==> src/hw/rtl/ght_pkg.sv <==
// Shared types, codes and constants of the generational handle table.
`default_nettype none

package ght_pkg;

  // Default sizing of the table
  localparam int NUM_SLOTS_DEF = 1024;
  localparam int GEN_SHIFT_DEF = 12;

  // Fixed field widths
  localparam int HANDLE_W = 31;
  localparam int SLOT_W   = 10;
  localparam int RUNS_W   = 32;
  localparam int STATUS_W = 2;

  // Depth of the queue between front and back
  localparam int QUEUE_DEPTH = 2;

  // Request codes
  typedef enum logic [1:0] {
    REQ_ALLOC  = 2'd0,
    REQ_FREE   = 2'd1,
    REQ_LOOKUP = 2'd2,
    REQ_RUN    = 2'd3
  } req_type_t;

  // Result status codes
  typedef enum logic [STATUS_W-1:0] {
    STAT_OK      = 2'd0,
    STAT_BAD     = 2'd1,
    STAT_NO_SLOT = 2'd2
  } status_t;

  // Back-end sequencer states
  typedef enum logic [1:0] {
    BK_CLEAR = 2'd0,
    BK_IDLE  = 2'd1,
    BK_EXEC  = 2'd2
  } back_state_t;

  // Classified request as queued between front and back
  typedef struct packed {
    req_type_t           op;
    logic                bad;        // index out of table range
    logic                hid_zero;   // lookup of the current slot
    logic                perm;
    logic [HANDLE_W-1:0] handle_id;
    logic [HANDLE_W-1:0] parent;
    logic [SLOT_W-1:0]   slot_index;
  } req_t;

endpackage

`default_nettype wire

==> src/hw/rtl/ght_front.sv <==
// Front end: accepts requests and classifies them for the queue.
`default_nettype none

module ght_front #(
  parameter int NUM_SLOTS = ght_pkg::NUM_SLOTS_DEF
) (
  input  wire logic                         start,
  output      logic                         busy,
  input  wire logic [1:0]                   in_req_type,
  input  wire logic [ght_pkg::HANDLE_W-1:0] in_handle_id,
  input  wire logic [ght_pkg::HANDLE_W-1:0] in_parent_handle,
  input  wire logic [ght_pkg::SLOT_W-1:0]   in_slot_index,
  input  wire logic                         in_check_permission,
  input  wire logic                         q_full,
  input  wire logic                         back_clearing,
  output      logic                         push,
  output      ght_pkg::req_t                push_data
);

  import ght_pkg::*;

  localparam logic [31:0]         NUM_SLOTS_U = 32'(NUM_SLOTS);
  localparam logic [HANDLE_W-1:0] IDX_MASK    = HANDLE_W'(NUM_SLOTS - 1);

  logic [HANDLE_W-1:0] hid_idx;
  logic                slot_bad;
  logic                hid_bad;
  req_type_t           op;

  // Hold off requests while clearing or while the queue is full
  assign busy = q_full | back_clearing;
  assign push = start & ~busy;

  // Range checks on the two index sources
  assign op       = req_type_t'(in_req_type);
  assign hid_idx  = in_handle_id & IDX_MASK;
  assign slot_bad = 32'(in_slot_index) >= NUM_SLOTS_U;
  assign hid_bad  = 32'(hid_idx) >= NUM_SLOTS_U;

  // Classify the request
  always_comb begin
    push_data.op         = op;
    push_data.hid_zero   = (in_handle_id == '0);
    push_data.perm       = in_check_permission;
    push_data.handle_id  = in_handle_id;
    push_data.parent     = in_parent_handle;
    push_data.slot_index = in_slot_index;
    case (op)
      REQ_ALLOC:  push_data.bad = 1'b0;
      REQ_LOOKUP: push_data.bad = hid_bad & (in_handle_id != '0);
      default:    push_data.bad = slot_bad;
    endcase
  end

endmodule

`default_nettype wire

==> config.mk <==
export PLATFORM = sky130hd
export DESIGN_NAME = ght_front
export DESIGN_NICKNAME = d
export VERILOG_FILES = /design/src/hw/rtl/ght_pkg.sv /design/src/hw/rtl/ght_front.sv
export SDC_FILE = /design/constraint.sdc
export NUM_CORES = 1
export LEC_CHECK = 0
export ABC_AREA = 1
export BUFFER_PORTS_ARGS = -buffer_cell sky130_fd_sc_hd__buf_2
export CAP_MARGIN = 30
export CELL_PAD_IN_SITES_DETAIL_PLACEMENT = 1
export CELL_PAD_IN_SITES_GLOBAL_PLACEMENT = 1
export CORE_ASPECT_RATIO = 0.9
export CORE_UTILIZATION = 12
export DETAILED_ROUTE_END_ITERATION = 8
export PLACE_DENSITY = 0.84
export SLEW_MARGIN = 20
export SYNTH_ARGS = -nofsm -noshare
export SYNTH_HDL_FRONTEND = slang
export SYNTH_SLANG_ARGS = --single-unit
==> constraint.sdc <==
create_clock -name vclk -period 0.8
set_input_delay 0.04 -clock vclk [all_inputs]
set_output_delay 0.04 -clock vclk [all_outputs]
set_load 0.05 [all_outputs]
==> impl_metrics.ini <==
[status]
status = finished, violations left
violations = negative setup slack

[placement]
dp_slack_ps = -187.9
portBuffers = 68
hpwl_mm = 1.426
routabilityCongestion = 0.6245
dp_cells = 174
placedInstanceArea_um2 = 574.3

[drt]
via_count = 528
route.met2.wl_um = 889
drt-vias-per-instance = 3.034
drt-total-wl_mm = 1.562
drc = 0
top_layer = met4
wl_met1_um = 388
drt_pass1_iterations = 3
wl_per_cell_um = 8.977
first_iter_violations = 9
met3_length_um = 191
ant_nets = 0

[worst_setup_path]
path_cells = buf_6 > nor2_2 > nand2_2 > nor2_1 > nand2_2 > nor2_2 > buf_6
cp.required_ps = 760
crit_path_max_fanout = 2
cp_num_buf_inv = 2
worstSetupPathType = primary input to primary output
start_kind = primary input
cpMaxStageDelayCell = buf_6
cpLargestDelayFamily = simple AND/OR/NAND/NOR gates
crit_cells = 7
cp-end-kind = primary output
crit_arrival_ps = 760
max_stage_delay_ps = 160

[finish]
seq_cells = 0
area_delta_synth_final_pct = 4.085
final_cells = 174
regArea_um2 = 0
num-nets-final = 184
diodes = 0
clock_buffers = 0
multiInputGateArea_um2 = 183.9
layout-drive-gt1-share_pct = 82.69
num-fill-cells = 720
fin_area_um2 = 733.2

[pwr]
power_density_nw_per_um2 = 832.9
power.leakage_nw = 0.3681
ir_worst_vdd_mv = 0.1575

[clocking]
cts_setup_buffers = 0

[synth]
syn_inst = 111
synth.area.top_cells = buf_4 81%, nor2_1 11%, nand2_1 5.3%
synth_most_common_cell = buf_4
syn_nets = 189
yosysSeqAreaShare_pct = 0
ys_warn_count = 0
synthesis.area_um2 = 704.4
synth.top_cell.area_share_pct = 80.99
synth_top_area_cell = buf_4
synth_cell_type_count = 6
avgSynthCellArea_um2 = 6.346
yosys-top-cells-count = 76 x buf_4, 21 x nor2_1, 10 x nand2_1, 2 x inv_1

[timing]
setup_slack_ps = -2.649
slew_viol_final = 0
setup-violations-final = 1
fmax_mhz = 1246
hold_ws_ps = 80.02
fin_crit_ps = 802.6
grt_setup_unrepaired = true
hold_viol = 0
tns_ps = -2.649
min_period_over_period_pct = 100.3

[min_path]
worstHoldPathCells = 0
hp-class = primary input to primary output

[floorplanning]
coreArea_um2 = 5660
ios = 157
fp.dieH_um = 74.69
dieArea_um2 = 6181
start_util_pct = 12.44
num_rows = 26
floorplan.die.width_um = 82.76

[global_routing]
antenna_found_initial = 0
grt_pass1_wl_mm = 2.035
gr-usage-all-layers_pct = 4.233
grt_max_degree = 3
grt_pass1_vias = 468
grt_remaining_overflow = 0

[flow_run]
maxCapViolations = 0
-- cells in the final DEF (no fill, tap or decap) --
master and n:
nor2_1 7, buf_6 17, nor2_2 11, nand2_2 3
conb_1 1, or2_1 1, buf_4 1, nor2_4 3
inv_1 2, buf_2 51, nand2_1 7
-- per-layer routing --
layer,global-route usage [%],vias to the layer above
li1,-,240
met1,2.971,230
met2,9.107,42
met3,1.212,16
met4,3.065,0
met5,0,-
-- final timing paths --
kind	start	to	slack [ps]
max	in_handle_id[24]	push_data[73]	-3
min	in_slot_index[4]	push_data[4]	80
-- where the power goes --
part | switching, W | internal [W] | leakage (nW)
logic | 0.000422 | 0.000189 | 0.368
clock network | 0 | 0 | 0
registers | 0 | 0 | 0
-- stage by stage --
stage               total power (W)  util, %
floorplan                  0.001069        -
global placement          0.0005340    10.15
detailed placement        0.0005435    10.15
CTS                       0.0005789    11.58
global route              0.0006462    12.95
finish                    0.0006107    12.95
-- cell type report --
class	instances	area share, %
inverter	2	1.024
multi-input combinational	33	25.09
tap	70	11.95
timing repair buffer	69	61.95
-- cell families (layout without fill, tap and decap cells) --
| kind of cell | after synthesis | after routing | synth area share, % |
|---|---|---|---|
| buffers and inverters | 78 | 71 | 82.06 |
| other | 1 | 1 | 0.5323 |
| and+or+nand+nor | 32 | 32 | 17.41 |
-- what timing repair did --
action | in CTS | in global routing
cloned | 0 | 0
gates resized for setup | 17 | 19
endpoints found under the setup margin | 1 | 1
hold buffers | 0 | 0
pin swaps | 13 | 14
Note: power is estimated with default switching activity, not from simulation.
