<file path="src/hw/rtl/ght_pkg.sv">
// Shared types, codes and constants of the generational handle table.
`default_nettype none

package ght_pkg;

  // Default sizing of the table
  localparam int NUM_SLOTS_DEF = 1024;
  localparam int GEN_SHIFT_DEF = 12;

  // Fixed field widths
  localparam int HANDLE_W = 31;
  localparam int SLOT_W   = 10;
  localparam int RUNS_W   = 32;
  localparam int STATUS_W = 2;

  // Depth of the queue between front and back
  localparam int QUEUE_DEPTH = 2;

  // Request codes
  typedef enum logic [1:0] {
    REQ_ALLOC  = 2'd0,
    REQ_FREE   = 2'd1,
    REQ_LOOKUP = 2'd2,
    REQ_RUN    = 2'd3
  } req_type_t;

  // Result status codes
  typedef enum logic [STATUS_W-1:0] {
    STAT_OK      = 2'd0,
    STAT_BAD     = 2'd1,
    STAT_NO_SLOT = 2'd2
  } status_t;

  // Back-end sequencer states
  typedef enum logic [1:0] {
    BK_CLEAR = 2'd0,
    BK_IDLE  = 2'd1,
    BK_EXEC  = 2'd2
  } back_state_t;

  // Classified request as queued between front and back
  typedef struct packed {
    req_type_t           op;
    logic                bad;        // index out of table range
    logic                hid_zero;   // lookup of the current slot
    logic                perm;
    logic [HANDLE_W-1:0] handle_id;
    logic [HANDLE_W-1:0] parent;
    logic [SLOT_W-1:0]   slot_index;
  } req_t;

endpackage

`default_nettype wire

</file>
<file path="src/hw/rtl/ght_queue.sv">
// Short request queue between the front and back ends.
`default_nettype none

module ght_queue (
  input  wire logic          clk,
  input  wire logic          rst_n,
  input  wire logic          push,
  input  wire ght_pkg::req_t push_data,
  input  wire logic          pop,
  output      logic          full,
  output      logic          empty,
  output      ght_pkg::req_t head
);

  import ght_pkg::*;

  localparam int PTR_W = (QUEUE_DEPTH > 1) ? $clog2(QUEUE_DEPTH) : 1;
  localparam int CNT_W = $clog2(QUEUE_DEPTH + 1);
  localparam logic [PTR_W-1:0] LAST_PTR = PTR_W'(QUEUE_DEPTH - 1);
  localparam logic [CNT_W-1:0] FULL_CNT = CNT_W'(QUEUE_DEPTH);

  req_t             entry_r [QUEUE_DEPTH];
  logic [PTR_W-1:0] wr_ptr_r, wr_ptr_nxt;
  logic [PTR_W-1:0] rd_ptr_r, rd_ptr_nxt;
  logic [CNT_W-1:0] count_r, count_nxt;

  assign full  = (count_r == FULL_CNT);
  assign empty = (count_r == '0);
  assign head  = entry_r[rd_ptr_r];

  // Advance pointers and fill count
  always_comb begin
    wr_ptr_nxt = wr_ptr_r;
    rd_ptr_nxt = rd_ptr_r;
    count_nxt  = count_r;
    if (push) begin
      wr_ptr_nxt = (wr_ptr_r == LAST_PTR) ? '0 : wr_ptr_r + 1'b1;
    end
    if (pop) begin
      rd_ptr_nxt = (rd_ptr_r == LAST_PTR) ? '0 : rd_ptr_r + 1'b1;
    end
    case ({push, pop})
      2'b10:   count_nxt = count_r + 1'b1;
      2'b01:   count_nxt = count_r - 1'b1;
      default: count_nxt = count_r;
    endcase
  end

  always_ff @(posedge clk) begin
    if (!rst_n) begin
      wr_ptr_r <= '0;
      rd_ptr_r <= '0;
      count_r  <= '0;
    end else begin
      wr_ptr_r <= wr_ptr_nxt;
      rd_ptr_r <= rd_ptr_nxt;
      count_r  <= count_nxt;
    end
  end

  // Store the pushed entry
  always_ff @(posedge clk) begin
    if (push) begin
      entry_r[wr_ptr_r] <= push_data;
    end
  end

endmodule

`default_nettype wire

</file>
<file path="config.mk">
export PLATFORM = sky130hd
export DESIGN_NAME = ght_queue
export DESIGN_NICKNAME = d
export VERILOG_FILES = /design/src/hw/rtl/ght_pkg.sv /design/src/hw/rtl/ght_queue.sv
export SDC_FILE = /design/constraint.sdc
export NUM_CORES = 1
export LEC_CHECK = 0
export BUFFER_PORTS_ARGS = -buffer_cell sky130_fd_sc_hd__buf_2
export CAP_MARGIN = 10
export CORE_MARGIN = 8
export CORE_UTILIZATION = 36
export CTS_BUF_LIST = sky130_fd_sc_hd__clkbuf_16
export CTS_CLUSTER_SIZE = 16
export DETAILED_ROUTE_END_ITERATION = 7
export SETUP_SLACK_MARGIN = 0.1
export SYNTH_ARGS = -nofsm -noshare
export SYNTH_HDL_FRONTEND = slang
export SYNTH_SLANG_ARGS = --single-unit
</file>
<file path="constraint.sdc">
create_clock -name clk -period 9.85 [get_ports clk]
set_input_delay 1.4775 -clock clk [delete_from_list [all_inputs] [get_ports clk]]
set_output_delay 1.4775 -clock clk [all_outputs]
set_load 0.005 [all_outputs]
</file>
==> results.json <==
{
  "cts_root_buffer": "clkbuf_16",
  "end_kind": "output port",
  "drt_iter0_drc": 122,
  "post-cts-setup-buffers": 0,
  "worstPathArrival_ps": 2070,
  "synth_edf_count": 154,
  "worstMarginPinSlew_ps": 1090,
  "gp_congestion": 0.685,
  "ir_drop_mv": 0.111,
  "grt_antenna_before_repair": 0,
  "clock-sinks": 159,
  "setup_viol": 0,
  "ys.flop_type": "edfxtp_1",
  "leakage_nw": 2.74,
  "vias": 2942,
  "fmaxAchievable_mhz": 282,
  "crit_fanout": 77,
  "drt_pass1_iterations": 4,
  "avgSynthCellArea_um2": 22.1,
  "synth.distinct_cells": 17,
  "dpl-instance-area_um2": 6800,
  "status": "complete, no violations",
  "fin_skew_ps": 5.27,
  "area_growth_pct": 27.6,
  "cap_violations": 0,
  "cts.repair.resized": 0,
  "grt_max_degree": 78,
  "drc_errors": 0,
  "slowest_stage": "dfxtp_4",
  "dp_hpwl_mm": 7.45,
  "die_x_um": 143,
  "n_antenna_cell": 0,
  "crit_type": "reg2out",
  "cts_buffers": 17,
  "initial_core_util_pct": 36.6,
  "grt_usage_pct": 11.4,
  "num-nets-final": 514,
  "cts_tree": "built",
  "fin_setup_tns_ps": 0,
  "synth_nets": 344,
  "fin_crit_ps": 3550,
  "grt_pass1_vias": 3431,
  "port-buffer-count": 159,
  "ios": 160,
  "layout_common_cells": "buf_2 (159), edfxtp_1 (154), mux2_2 (77)",
  "die-area_um2": 20400,
  "synth_seq_cells": 159,
  "finalPower_w": 0.00156,
  "required_ps": 8370,
  "drive_above_1_share_pct": 60.2,
  "netlist_area_um2": 5780,
  "slew_headroom_pct": 27.1,
  "row_count": 46,
  "clock_latency_ps": 410,
  "die_h_um": 143,
  "fin_crit_sh_pct": 36.0,
  "cp-start-kind": "flip-flop",
  "ant_nets": 0,
  "crit_chain": "mux2_2 -> buf_2",
  "final-hold-violation-count": 0,
  "core_um2": 15800,
  "htreeDepth": 4,
  "routed_wl_mm": 11.4,
  "hold_path_class": "reg2reg",
  "grt_setup_unrepaired": "false",
  "slowest_delay_ps": 1050,
  "via_per_inst": 4.45,
  "yosysSeqAreaShare_pct": 81.8,
  "clockBufferDepth": 2,
  "synth-async-reset-ratio_pct": 0,
  "clk_pin_slew_ps": 60,
  "overflow": 0,
  "yosysWarningCount": 0,
  "powerDensity_nw_per_um2": 212,
  "cts_hold_buf": 0,
  "synthCells": 262,
  "drv_slew": 0,
  "wire_per_inst_um": 17.2,
  "final_common_cell": "buf_2",
  "grt_pass1_wl_mm": 17.5,
  "final_area_um2": 7370
}
worst max-delay path, delay by kind of cell (launching register included):
kind	cells	cell delay (ps)
multiplexers	1	430
buffers and inverters	1	130
flip-flops	1	1050
metrics by stage:
stage	setup WS, ps	hold WS (ps)	instances	utilization [%]
floorplan	4540	466	262	-
global placement	6340	483	629	43.1
detailed placement	6260	529	629	43.1
CTS	6210	537	661	46.8
global route	6130	568	661	46.8
finish	6300	536	661	46.8
state kept, by name, indices dropped and copies added (netlist names), named ones only:
signal and flops:
entry_r 154, count_r 2, rd_ptr_r 1, wr_ptr_r 1
synth_stat cells, types with 2 or more instances:
cell type	instances	area share, %
xnor2_1	2	0.30
buf_2	5	0.43
buf_6	4	0.78
and2_1	4	0.43
dfxtp_1	5	1.7
mux2_2	77	15
edfxtp_1	154	80
nor2_1	2	0.13
layout make-up:
class	count	area, um^2
clock inverters	15	153
multi-input cells	93	990
well taps	216	270
flip-flops and latches	159	4730
repair buffers	160	803
clock buffers	17	425
fillers	1431	8400
inverters	1	3.75
per-layer routing:
layer / wire [um] / GRT usage, % / share of wire (%)
met4: 120 / 4.03 / 1.1
met2: 5570 / 18.9 / 49
met3: 966 / 5.71 / 8.5
met1: 4690 / 12.5 / 41
met5: 0 / 0 / 0
final timing paths:
kind,end,slack (ps),start,cells after the start
setup / recovery,head[37],6300,flip-flop,2
hold / removal,count_r[1],540,count_r[1],2
setup reg to reg,entry_r[0][33],7640,wr_ptr_r,2
hold reg to reg,count_r[1],540,count_r[1],2
report_power, final:
part / switching [W] / internal [W] / leakage (nW)
clock network: 0.000244 / 0.000392 / 0.284
registers: 0.0000209 / 0.000782 / 1.49
logic: 0.0000550 / 0.0000699 / 0.973
logic make-up (layout without fill, tap and decap cells):
kind of cell	after synthesis	in the layout	share of synthesized area (%)
flip-flops	159	159	81.8
multiplexers	77	77	15.0
buffers and inverters	10	193	1.28
AND/OR/NAND/NOR	9	9	0.931
AO/OA/AOI/OAI	3	3	0.346
XOR/XNOR	3	3	0.455
adder cells (fa/ha/maj)	1	1	0.217
(Power assumes the default switching activity.)
